File: src/hpm_pkg.sv
`timescale 1ns / 1ps
// Shared types, header constants and helpers for the header payload muter.
package hpm_pkg;

	localparam int unsigned HDR_LEN = 5;

	typedef enum logic [1:0] {
		PH_SEARCH  = 2'd0,
		PH_MATCH   = 2'd1,
		PH_LEN     = 2'd2,
		PH_PAYLOAD = 2'd3
	} phase_t;

	typedef struct packed {
		logic [7:0] out_byte;
		logic       tap_valid;
		logic [7:0] tap_byte;
	} hpm_result_t;

	// Header byte at a given position; positions past the header give zero.
	function automatic logic [7:0] hdr_byte(input logic [2:0] idx);
		logic [7:0] b;
		unique case (idx)
			3'd0: b = 8'h71;
			3'd1: b = 8'hFE;
			3'd2: b = 8'h39;
			3'd3: b = 8'h1D;
			3'd4: b = 8'h07;
			default: b = 8'h00;
		endcase
		return b;
	endfunction

endpackage

File: src/hpm_in_if.sv
`timescale 1ns / 1ps
// Input byte channel: valid/ready handshake carrying one raw byte per beat.
interface hpm_in_if;
	logic       valid;
	logic       ready;
	logic [7:0] in_byte;

	modport source(output valid, output in_byte, input ready);
	modport sink(input valid, input in_byte, output ready);
endinterface

File: src/hpm_out_if.sv
`timescale 1ns / 1ps
// Result channel: valid/ready handshake carrying the passed-on byte and tap copy.
interface hpm_out_if;
	logic       valid;
	logic       ready;
	logic [7:0] out_byte;
	logic       tap_valid;
	logic [7:0] tap_byte;

	modport source(output valid, output out_byte, output tap_valid, output tap_byte,
		input ready);
	modport sink(input valid, input out_byte, input tap_valid, input tap_byte,
		output ready);
endinterface

File: src/hpm_cfg_if.sv
`timescale 1ns / 1ps
// Configuration write channel: valid/ready handshake carrying the mute enable.
interface hpm_cfg_if;
	logic valid;
	logic ready;
	logic mute_enable;

	modport source(output valid, output mute_enable, input ready);
	modport sink(input valid, input mute_enable, output ready);
endinterface

File: src/header_payload_muter.sv
`timescale 1ns / 1ps
// Path: an accepted beat waits in the input register, is parsed as it moves on
//   into the result register, and its result is offered from there.
// Throughput: one byte per cycle while dout.ready holds; a stalled output holds the pipe.
// Reset (arst_n low, asynchronous): parser searches for a header, XOR and counters
//   clear, muting is off, both pipeline registers empty.
// Top level of the header payload muter.
module header_payload_muter
	import hpm_pkg::*;
(
	input logic       clk,
	input logic       arst_n,
	hpm_in_if.sink    din,
	hpm_out_if.source dout,
	hpm_cfg_if.sink   cfg
);

	// input register
	logic        vld_s1;
	logic [7:0]  byte_s1;

	// result register
	logic        vld_s2;
	hpm_result_t res_s2;

	logic        mute_q;
	logic        advance;
	hpm_result_t res_comb;

	// The byte in the input register moves on whenever the result register is
	// free or being emptied this cycle; the input side then refills at once.
	assign advance   = vld_s1 && (!vld_s2 || dout.ready);
	assign din.ready = !vld_s1 || advance;

	// configuration is always taken
	assign cfg.ready = 1'b1;

	hpm_parser u_parser (
		.clk     (clk),
		.arst_n  (arst_n),
		.step    (advance),
		.byte_in (byte_s1),
		.mute    (mute_q),
		.res     (res_comb)
	);

	always_ff @(posedge clk or negedge arst_n) begin
		if (!arst_n) begin
			mute_q <= 1'b0;
		end else if (cfg.valid) begin
			mute_q <= cfg.mute_enable;
		end
	end

	always_ff @(posedge clk or negedge arst_n) begin
		if (!arst_n) begin
			vld_s1 <= 1'b0;
			vld_s2 <= 1'b0;
		end else begin
			if (din.ready)
				vld_s1 <= din.valid;
			if (advance)
				vld_s2 <= 1'b1;
			else if (dout.ready)
				vld_s2 <= 1'b0;
		end
	end

	// payload registers, no reset
	always_ff @(posedge clk) begin
		if (din.ready && din.valid)
			byte_s1 <= din.in_byte;
		if (advance)
			res_s2 <= res_comb;
	end

	assign dout.valid     = vld_s2;
	assign dout.out_byte  = res_s2.out_byte;
	assign dout.tap_valid = res_s2.tap_valid;
	assign dout.tap_byte  = res_s2.tap_byte;

endmodule

File: src/hpm_parser.sv
`timescale 1ns / 1ps
// Frame parser: header search, length capture, payload muting and XOR patching.
module hpm_parser
	import hpm_pkg::*;
(
	input  logic        clk,
	input  logic        arst_n,
	input  logic        step,
	input  logic [7:0]  byte_in,
	input  logic        mute,
	output hpm_result_t res
);

	phase_t     phase_q, phase_n;
	logic [2:0] idx_q, idx_n;
	logic [7:0] left_q, left_n;
	logic [7:0] xor_q, xor_n;
	logic       patch_q, patch_n;

	logic [7:0] b;
	logic [7:0] left_dec;
	logic [7:0] xor_run;
	logic [2:0] idx_inc;
	logic       hdr_hit;
	logic       start_hit;

	// a pending patch replaces the arriving byte before parsing
	assign b         = patch_q ? xor_q : byte_in;
	assign left_dec  = left_q - 8'd1;
	assign xor_run   = xor_q ^ b;
	assign idx_inc   = idx_q + 3'd1;
	assign hdr_hit   = (idx_q < 3'(HDR_LEN)) && (hdr_byte(idx_q) == b);
	assign start_hit = (b == hdr_byte(3'd0));

	// next state
	always_comb begin
		phase_n = phase_q;
		idx_n   = idx_q;
		left_n  = left_q;
		xor_n   = (phase_q != PH_PAYLOAD) ? xor_run : xor_q;
		patch_n = 1'b0;
		unique case (phase_q)
			PH_SEARCH, PH_MATCH: begin
				if (phase_q == PH_MATCH && hdr_hit) begin
					idx_n = idx_inc;
					if (idx_inc >= 3'(HDR_LEN))
						phase_n = PH_LEN;
				end else if (start_hit) begin
					xor_n   = b;
					idx_n   = 3'd1;
					phase_n = PH_MATCH;
				end else begin
					phase_n = PH_SEARCH;
				end
			end
			PH_LEN: begin
				left_n  = b;
				phase_n = (b != 8'd0) ? PH_PAYLOAD : PH_SEARCH;
			end
			PH_PAYLOAD: begin
				left_n = left_dec;
				if (left_dec == 8'd0) begin
					phase_n = PH_SEARCH;
					patch_n = mute;
				end
			end
			default: phase_n = PH_SEARCH;
		endcase
	end

	// outputs
	always_comb begin
		res.out_byte  = b;
		res.tap_valid = 1'b0;
		res.tap_byte  = 8'd0;
		if (phase_q == PH_PAYLOAD) begin
			res.tap_valid = 1'b1;
			res.tap_byte  = b;
			if (mute)
				res.out_byte = 8'd0;
		end
	end

	always_ff @(posedge clk or negedge arst_n) begin
		if (!arst_n) begin
			phase_q <= PH_SEARCH;
			idx_q   <= 3'd0;
			left_q  <= 8'd0;
			xor_q   <= 8'd0;
			patch_q <= 1'b0;
		end else if (step) begin
			phase_q <= phase_n;
			idx_q   <= idx_n;
			left_q  <= left_n;
			xor_q   <= xor_n;
			patch_q <= patch_n;
		end
	end

endmodule

File: src/flat_wrapper.sv
// flat-port wrapper written by rule: the top's interface ports become plain ports
module header_payload_muter_flat import hpm_pkg::*;
  (clk, arst_n, din_valid, din_in_byte, din_ready, dout_valid, dout_out_byte, dout_tap_valid, dout_tap_byte, dout_ready, cfg_valid, cfg_mute_enable, cfg_ready);
  hpm_in_if din_i ();
  hpm_out_if dout_i ();
  hpm_cfg_if cfg_i ();
  input logic clk;
  input logic arst_n;
  input wire logic [$bits(din_i.valid)-1:0] din_valid;
  input wire logic [$bits(din_i.in_byte)-1:0] din_in_byte;
  output wire logic [$bits(din_i.ready)-1:0] din_ready;
  output wire logic [$bits(dout_i.valid)-1:0] dout_valid;
  output wire logic [$bits(dout_i.out_byte)-1:0] dout_out_byte;
  output wire logic [$bits(dout_i.tap_valid)-1:0] dout_tap_valid;
  output wire logic [$bits(dout_i.tap_byte)-1:0] dout_tap_byte;
  input wire logic [$bits(dout_i.ready)-1:0] dout_ready;
  input wire logic [$bits(cfg_i.valid)-1:0] cfg_valid;
  input wire logic [$bits(cfg_i.mute_enable)-1:0] cfg_mute_enable;
  output wire logic [$bits(cfg_i.ready)-1:0] cfg_ready;
  assign din_i.valid = din_valid;
  assign din_i.in_byte = din_in_byte;
  assign din_ready = din_i.ready;
  assign dout_valid = dout_i.valid;
  assign dout_out_byte = dout_i.out_byte;
  assign dout_tap_valid = dout_i.tap_valid;
  assign dout_tap_byte = dout_i.tap_byte;
  assign dout_i.ready = dout_ready;
  assign cfg_i.valid = cfg_valid;
  assign cfg_i.mute_enable = cfg_mute_enable;
  assign cfg_ready = cfg_i.ready;
  header_payload_muter u_core (.clk(clk), .arst_n(arst_n), .din(din_i), .dout(dout_i), .cfg(cfg_i));
endmodule
File: config.mk
export PLATFORM = sky130hd
export DESIGN_NAME = header_payload_muter_flat
export DESIGN_NICKNAME = d
export VERILOG_FILES = /design/src/hpm_pkg.sv /design/src/hpm_in_if.sv /design/src/hpm_out_if.sv /design/src/hpm_cfg_if.sv /design/src/header_payload_muter.sv /design/src/hpm_parser.sv /design/src/flat_wrapper.sv
export SDC_FILE = /design/constraint.sdc
export NUM_CORES = 1
export LEC_CHECK = 0
export BUFFER_PORTS_ARGS = -buffer_cell sky130_fd_sc_hd__buf_2
export CORE_MARGIN = 5
export CORE_UTILIZATION = 54
export CTS_BUF_LIST = sky130_fd_sc_hd__clkbuf_8
export DETAILED_ROUTE_END_ITERATION = 10
export HOLD_SLACK_MARGIN = 0.03
export PLACE_DENSITY_LB_ADDON = 0.15
export SYNTH_ARGS = -nofsm -noshare
export SYNTH_HDL_FRONTEND = slang
export SYNTH_SLANG_ARGS = --single-unit
export TNS_END_PERCENT = 100
File: constraint.sdc
create_clock -name clk -period 2.3 [get_ports clk]
set_clock_uncertainty 0.05 [all_clocks]
set_input_delay 0 -clock clk [delete_from_list [all_inputs] [get_ports clk]]
set_output_delay 0 -clock clk [all_outputs]
set_load 0.02 [all_outputs]
== After elaboration in Yosys (flattened, before gate mapping) ==
Cells that the tools add are included.

* Reduce and logical (&&, ||, !) cells: 19
* Magnitude comparators: 2
* Muxes and demuxes: 21
* Bitwise gates (word level): 1
* Equal/unequal tests: 12
* $add $sub $neg: 2

{| class="wikitable"
|+ Operator list
! kind !! count
|-
| $mux 8 || 6
|-
| $pmux 8 s5 || 1
|-
| $mux 17 || 1
|-
| $pmux 8 s2 || 1
|-
| $eq 8x7->1 const B || 1
|-
| $eq 8x8->1 || 1
|-
| $logic_not 8->1 || 1
|-
| $mux 2 || 4
|-
| $reduce_bool 8->1 || 1
|-
| $sub 8x1->8 const B || 1
|-
| $xor 8x8->8 || 1
|-
| $eq 3x2->1 const B || 2
|-
| $mux 3 || 2
|-
| $pmux 2 s3 || 1
|-
| $reduce_and 3->1 || 2
|-
| $reduce_bool 2->1 || 3
|-
| $mux 1 || 5
|-
| $eq 2x2->1 const B || 2
|-
| $logic_and 1x1->1 || 4
|-
| $ne 2x2->1 const B || 2
|-
| $add 3x1->3 const B || 1
|-
| $eq 3x1->1 const B || 1
|-
| $eq 3x3->1 const B || 1
|-
| $ge 3x3->1 const B || 1
|-
| other kinds (9) || 11
|}

* Logic and storage cells: 69
* Register bits: 50
* Output and inout port bits: 20
* Bits of input ports: 14

== Logic depth before layout (Yosys ltp) ==
* Depth after elaboration: 7
* Gate-level depth with buffers: 9
* Gate-level depth less buffers: 8

== Modules after synthesis ==
From an unflattened synthesis, not the netlist that was laid out.

* Cell total of the unflattened synthesis: 254
* Area total of the unflattened synthesis: 2,698.8 um2

{| class="wikitable"
|+ By module, submodules not included
! module !! area an instance (um2) !! cells each !! instances !! seq. area each (um2)
|-
| hpm_parser || 1,796.7 || 217 || 1 || 550.5
|-
| header_payload_muter || 902.1 || 37 || 1 || 825.8
|}

== Worst setup path after synthesis ==
Ideal clock, no wire load.

* Path kind: register -> register
* Start: register u_core.u_parser.idx_q[2]
* End: register u_core.u_parser.idx_q[2]
* Data required time: 2,170 ps
* Slack: 17 ps
* Clock period less this slack: 2,283 ps
* Path buffers: 1
* Setup time: 80 ps
* Cell stages (with the launch flop): 10
* Arrival time: 2,152 ps
* Cells stage by stage: dfrtp_1 -> clkbuf_1 -> inv_1 -> ha_1 -> inv_1 -> or3_1 -> a21oi_2 -> o2111ai_4 -> or4_4 -> o211ai_2

* Longest elaborated chain between the ends: 7
* Elaborated cells on any way between the ends: 14
* Those cells by class: add/sub: 1; order compare: 1; eq/ne: 5; mux: 2; reduce/logical: 5

{| class="wikitable"
|+ RTL lines
! element !! RTL line !! source
|-
| start: declaration || hpm_parser.sv:15 || <nowiki>logic [2:0] idx_q, idx_n;</nowiki>
|-
| start signal: assignment || hpm_parser.sv:93 || <nowiki>idx_q <= idx_n;</nowiki>
|-
| $eq 3x3->1 (tied with other cells) || hpm_pkg.sv:23 || <nowiki>unique case (idx)</nowiki>
|-
| $pmux 8 s5 || hpm_pkg.sv:23 ||
|-
| $eq 8x8->1 || hpm_parser.sv:32 || <nowiki>assign hdr_hit = (idx_q < 3'(HDR_LEN)) && (hdr_byte(idx_q) == b);</nowiki>
|-
| $logic_and 1x1->1 || hpm_parser.sv:32 ||
|-
| $logic_and 1x1->1 || hpm_parser.sv:44 || <nowiki>if (phase_q == PH_MATCH && hdr_hit) begin</nowiki>
|-
| $reduce_bool 2->1 (no line) || -- ||
|-
| $reduce_and 3->1 (no line) || -- ||
|}

Several ways; a longest one is shown, not always the timed one.
A chain may end at the register's enable or synchronous reset.

== Worst setup path in the final report ==
* Start: register u_core.u_parser.patch_q
* End: register u_core.u_parser.idx_q[2]

* Longest elaborated chain between the ends: 6
* Elaborated cells on any way between the ends: 8
* Those cells by class: eq/ne: 2; mux: 2; reduce/logical: 4

{| class="wikitable"
|+ RTL lines
! element !! RTL line !! source
|-
| start: declaration || hpm_parser.sv:18 || <nowiki>logic patch_q, patch_n;</nowiki>
|-
| start signal: assignment || hpm_parser.sv:96 || <nowiki>patch_q <= patch_n;</nowiki>
|-
| $mux 8 * || hpm_parser.sv:28 || <nowiki>assign b = patch_q ? xor_q : byte_in;</nowiki>
|-
| $eq 8x8->1 || hpm_parser.sv:32 ||
|-
| $logic_and 1x1->1 || hpm_parser.sv:32 ||
|-
| $logic_and 1x1->1 || hpm_parser.sv:44 ||
|-
| $reduce_bool 2->1 (no line) || -- ||
|-
| $reduce_and 3->1 (no line) || -- ||
|}

Mark *: on every way between the ends. The rest lies on a longest branch, timed or not.

==> results.md <==
Status:
- The run finished, with violations left.
- The checks that failed: setup timing.

STA:
- The minimum clock period is 2.301 ns.
- The final-report hold violation count is 0.
- Derived from the worst setup path, the maximum achievable clock frequency is ~0.43 GHz.
- Setup repair after global routing could not meet its margin everywhere.
- The headroom to the max-slew limit is 0.5940.
- The final max-slew violation count was 0.
- After layout, the worst setup slack is -0.0006426 ns.
- Setup violations remaining at the end of the flow were counted as 1.
- The ratio of final minimum period to clock period is 1.000.
- The actual slew at the worst max-slew pin is between 0.6 and 0.7 ns.
- Across all hold checks on the routed design, the worst slack comes to around 0.19 ns.

Yosys:
- The share of the Yosys chip area taken by registers is 0.4998.
- In the synthesized netlist, the number of instances is roughly 260.
- The number of nets in the synthesized netlist is 280.
- Of the post-synthesis cell area, the dominant cell type holds 0.2726.
- Summing every instance area after synthesis gives between 2000 and 3000 sq um.
- Each instance of the synthesized netlist takes up on average approximately 11 sq um.
- The Yosys step of the flow raised 0 warnings.
- The synthesized flop and latch total is 50.
- The most frequent cell after synthesis is sky130_fd_sc_hd__nor2_1.
- Sorting the synthesized cells by how often they occur yields sky130_fd_sc_hd__nor2_1 (42), sky130_fd_sc_hd__dfrtp_1 (25), sky130_fd_sc_hd__edfxtp_1 (25), sky130_fd_sc_hd__nand2_1 (21), sky130_fd_sc_hd__o21ai_0 (13).
- sky130_fd_sc_hd__edfxtp_1 takes more of the synthesized area than any other cell.
- Sorting the synthesized cells by area gives the leading types as sky130_fd_sc_hd__edfxtp_1 (27%), sky130_fd_sc_hd__dfrtp_1 (23%), sky130_fd_sc_hd__nor2_1 (5.7%).
- The commonest register cell after synthesis is sky130_fd_sc_hd__edfxtp_1.
- In this run, distinct cell masters in the synthesized netlist total 60.
- The share of async-settable or async-resettable flops after synthesis is 0.5000.
- The number of synthesized flops with an enable pin is 25.

Route:
- The routed layout has about 2.2k vias.
- For this block, the routed nets add up to 6350 um of wire.
- The iteration-0 DRC count of the detailed router is between 200 and 250.
- The first-pass iteration count of the detailed router is 4.
- The number of nets with antenna violations after detailed routing is 0.
- The number of vias per cell after detailed routing is 5.351.
- In the final routed layout, each cell accounts on average for 15.68 um.
- The DRC violation count after routing is 0.

Critical path:
- The critical path required time is around 2.5 ns.
- The critical path's top delay family is simple AND/OR/NAND/NOR gates.
- The worst setup path is of the flop to flop kind.
- The top fanout value on the critical path is 7.
- STA classifies the critical path endpoint as a flop.
- On the critical path, the stage with the largest delay is an instance of sky130_fd_sc_hd__dfrtp_2.
- The worst setup path is launched from a flop.
- The setup check on the worst reg-to-reg path leaves a slack of -0.0006 ns.
- Counting both buffers and inverters, the worst setup path holds a total of 1.
- The signal on the critical path passes through buf_12, mux2i_4, or3_4, a21oi_4, o2111ai_4, or4_4, o211ai_2.
- In this design, the stage delay of the slowest critical-path cell is about 0.50 ns.
- At the worst endpoint, the arrival time is approximately 2.5 ns.

Floorplanning:
- The die area is around 6600 sq um.
- For this configuration, the core starts out at a cell density of 0.5462.
- The floorplan has 26 rows.
- The I/O pin count is 34.
- The die span in x is about 81 um.
- The die outline height is between 80 and 90 um.
- In this run the standard cell core region covers 5042 sq um.

Power and ir drop:
- The areal power density over the cells is ~850 nW/um^2.
- VDD sags by at most around 440 uV.
- The analysis attributes to net switching a power of about 1.1 mW.
- The analysis attributes to cell leakage a power of approximately 1.4 nW.
- The share of total power consumed by net switching is 0.3706.
- The sequential cell fraction of total power is 0.461.
- The share of power burned in the clock network is 0.157.
- The power consumption is around 3.0 mW.
- The combinational share of power is 0.383.
- The internal power is about 1.9 mW.

Clocking:
- Clock tree synthesis inserted a total of 5 buffers.
- In this run the clock root is driven by a sky130_fd_sc_hd__clkbuf_8.
- The later pin in the worst-skew pair is clocked with a latency of 0.30 ns.
- TritonCTS built the clock tree.
- The H-tree level count is 2.
- The clock-pin slew of the registers on the worst-case setup and hold paths is 0.09 ns.
- The maximum buffer depth of the clock tree is 2.
- CTS saw 50 sinks.

Layout:
- From synthesis to final layout, the design area changed by 29.12%.
- For this run, the post-layout net count is between 300 and 400.
- The area occupied by registers is ~1400 sq um.
- The fill cell instance count of the final layout is 373.
- In the final layout, the share of cells above drive strength 1 is 0.3164.
- The area of the multi-input gates is 1431 sq um.
- The number of antenna diodes in the final layout is 0.

Placed design:
- The congestion estimate from routability-driven global placement came to around 0.9.
- The number of port buffers is 32.
- The detailed placement HPWL is 4373 um.

Global route:
- After global routing the overflow that remains totals 0.
- Entering global routing, the biggest net connects 26 pins.
- The number of global-route vias before repair came to between 2k and 2.5k.
- The overall track demand over capacity in global routing is 0.1987.
- The initial antenna violation count is 0.
- The wire length of the first global-routing pass is 10060 um.

Min path:
- The path class of the tightest hold or removal check is input pin to asynchronous set/reset pin.

Run:
- The number of max-cap violations is 0.
## through the flow
stage | util | setup slack, ns | setup TNS, ns | instance area (sq um) | instances
floorplan | - | 0.01744 | 0 | 2754 | 258
global placement | 0.6233 | -0.06913 | -0.2422 | 3143 | 378
detailed placement | 0.6233 | -0.05049 | -0.06798 | 3143 | 378
CTS | 0.6700 | 0.001878 | 0 | 3378 | 400
global route | 0.7052 | -0.04954 | -0.1649 | 3556 | 405
finish | 0.7052 | -0.0006426 | -0.0006426 | 3556 | 405
## cells by family after synthesis
group / after synthesis / synth area share
fa+ha+maj: 8 / 0.03635
mux: 13 / 0.06542
buf+inv: 20 / 0.03726
other cells: 1 / 0.001362
simple gates: 101 / 0.1767
flops: 50 / 0.4998
xor+xnor: 13 / 0.04135
compound gates: 52 / 0.1418
## registers in the layout, indices dropped and copies added (netlist names)
register and count:
u_core.dout.tap_valid 1, u_core.u_parser.patch_q 1, u_core.byte_s1 8, u_core.dout.out_byte 8, u_core.vld_s1 1, u_core.u_parser.phase_q 2, u_core.dout.tap_byte 8, u_core.dout.valid 1
u_core.u_parser.xor_q 8, u_core.u_parser.idx_q 3, u_core.u_parser.left_q 8, u_core.mute_q 1
## final cells by class
cell class / instances / share of cell area
Sequential cell: 50 / 0.3874
Clock inverter: 3 / 0.003167
Inverter: 11 / 0.01161
Multi-Input combinational cell: 190 / 0.4025
Timing Repair Buffer: 76 / 0.1513
Clock buffer: 5 / 0.01935
Tap cell: 70 / 0.02463
## worst register-to-register path, delay by kind of cell (launching register included)
kind,cells,cell delay [ns]
muxes,1,0.21
DFF,1,0.50
and+or+nand+nor,2,0.85
AOI/OAI and AO/OA,3,0.45
buffers and inverters,1,0.16
## power by group through the flow
stage          clock network, mW  registers, mW  logic [mW]
2_1_floorplan                  0           1.45       0.701
3_3_place_gp                   0           1.40        1.08
3_5_place_dp                   0           1.41        1.10
4_1_cts                    0.486           1.39        1.13
5_1_grt                    0.532           1.43        1.30
6_report                   0.475           1.40        1.16
## worst paths after layout
check | to | cells past startpoint | start
max | u_core.u_parser.idx_q[2]$_DFFE_PN0P_ | 7 | u_core.u_parser.patch_q$_DFFE_PN0P_
min | u_core.u_parser.left_q[4]$_DFFE_PN0P_ | 2 | arst_n
max reg2reg | u_core.u_parser.idx_q[2]$_DFFE_PN0P_ | 7 | u_core.u_parser.patch_q$_DFFE_PN0P_
min reg2reg | u_core.dout.valid$_DFFE_PN0P_ | 1 | u_core.vld_s1$_DFFE_PN0N_
max in group asynchronous | u_core.u_parser.patch_q$_DFFE_PN0P_ | 2 | arst_n
min in group clk | u_core.byte_s1[1]$_DFFE_PP_ | 2 | din_in_byte[1]
## placed cells by master, fill, tap and decap left out, drive strengths merged, types with 6 or more instances in the layout
cell and count:
mux2i 11, nor3 6, dlygate4sd3 14, inv 9, edfxtp 25, dfrtp 25, nor2 42, xnor2 10
buf 62, nand2 21, a21oi 13, o21ai 16, ha 8
## metal layers
metal | GRT usage | share of wire
met2 | 0.3233 | 0.48
met1 | 0.2686 | 0.44
met3 | 0.03509 | 0.069
met4 | 0.06757 | 0.0099
met5 | 0 | 0
## what timing repair did
| action | in CTS | in global routing |
|---|---|---|
| hold endpoints to repair | 36 | 0 |
| setup endpoints to repair | 5 | 13 |
| hold buffers | 14 | 0 |
| buffers inserted | 0 | 3 |
| pin swaps | 0 | 6 |
| gates resized for setup | 4 | 24 |
| gates cloned | 0 | 2 |
Power figures use the tool's default switching activity.
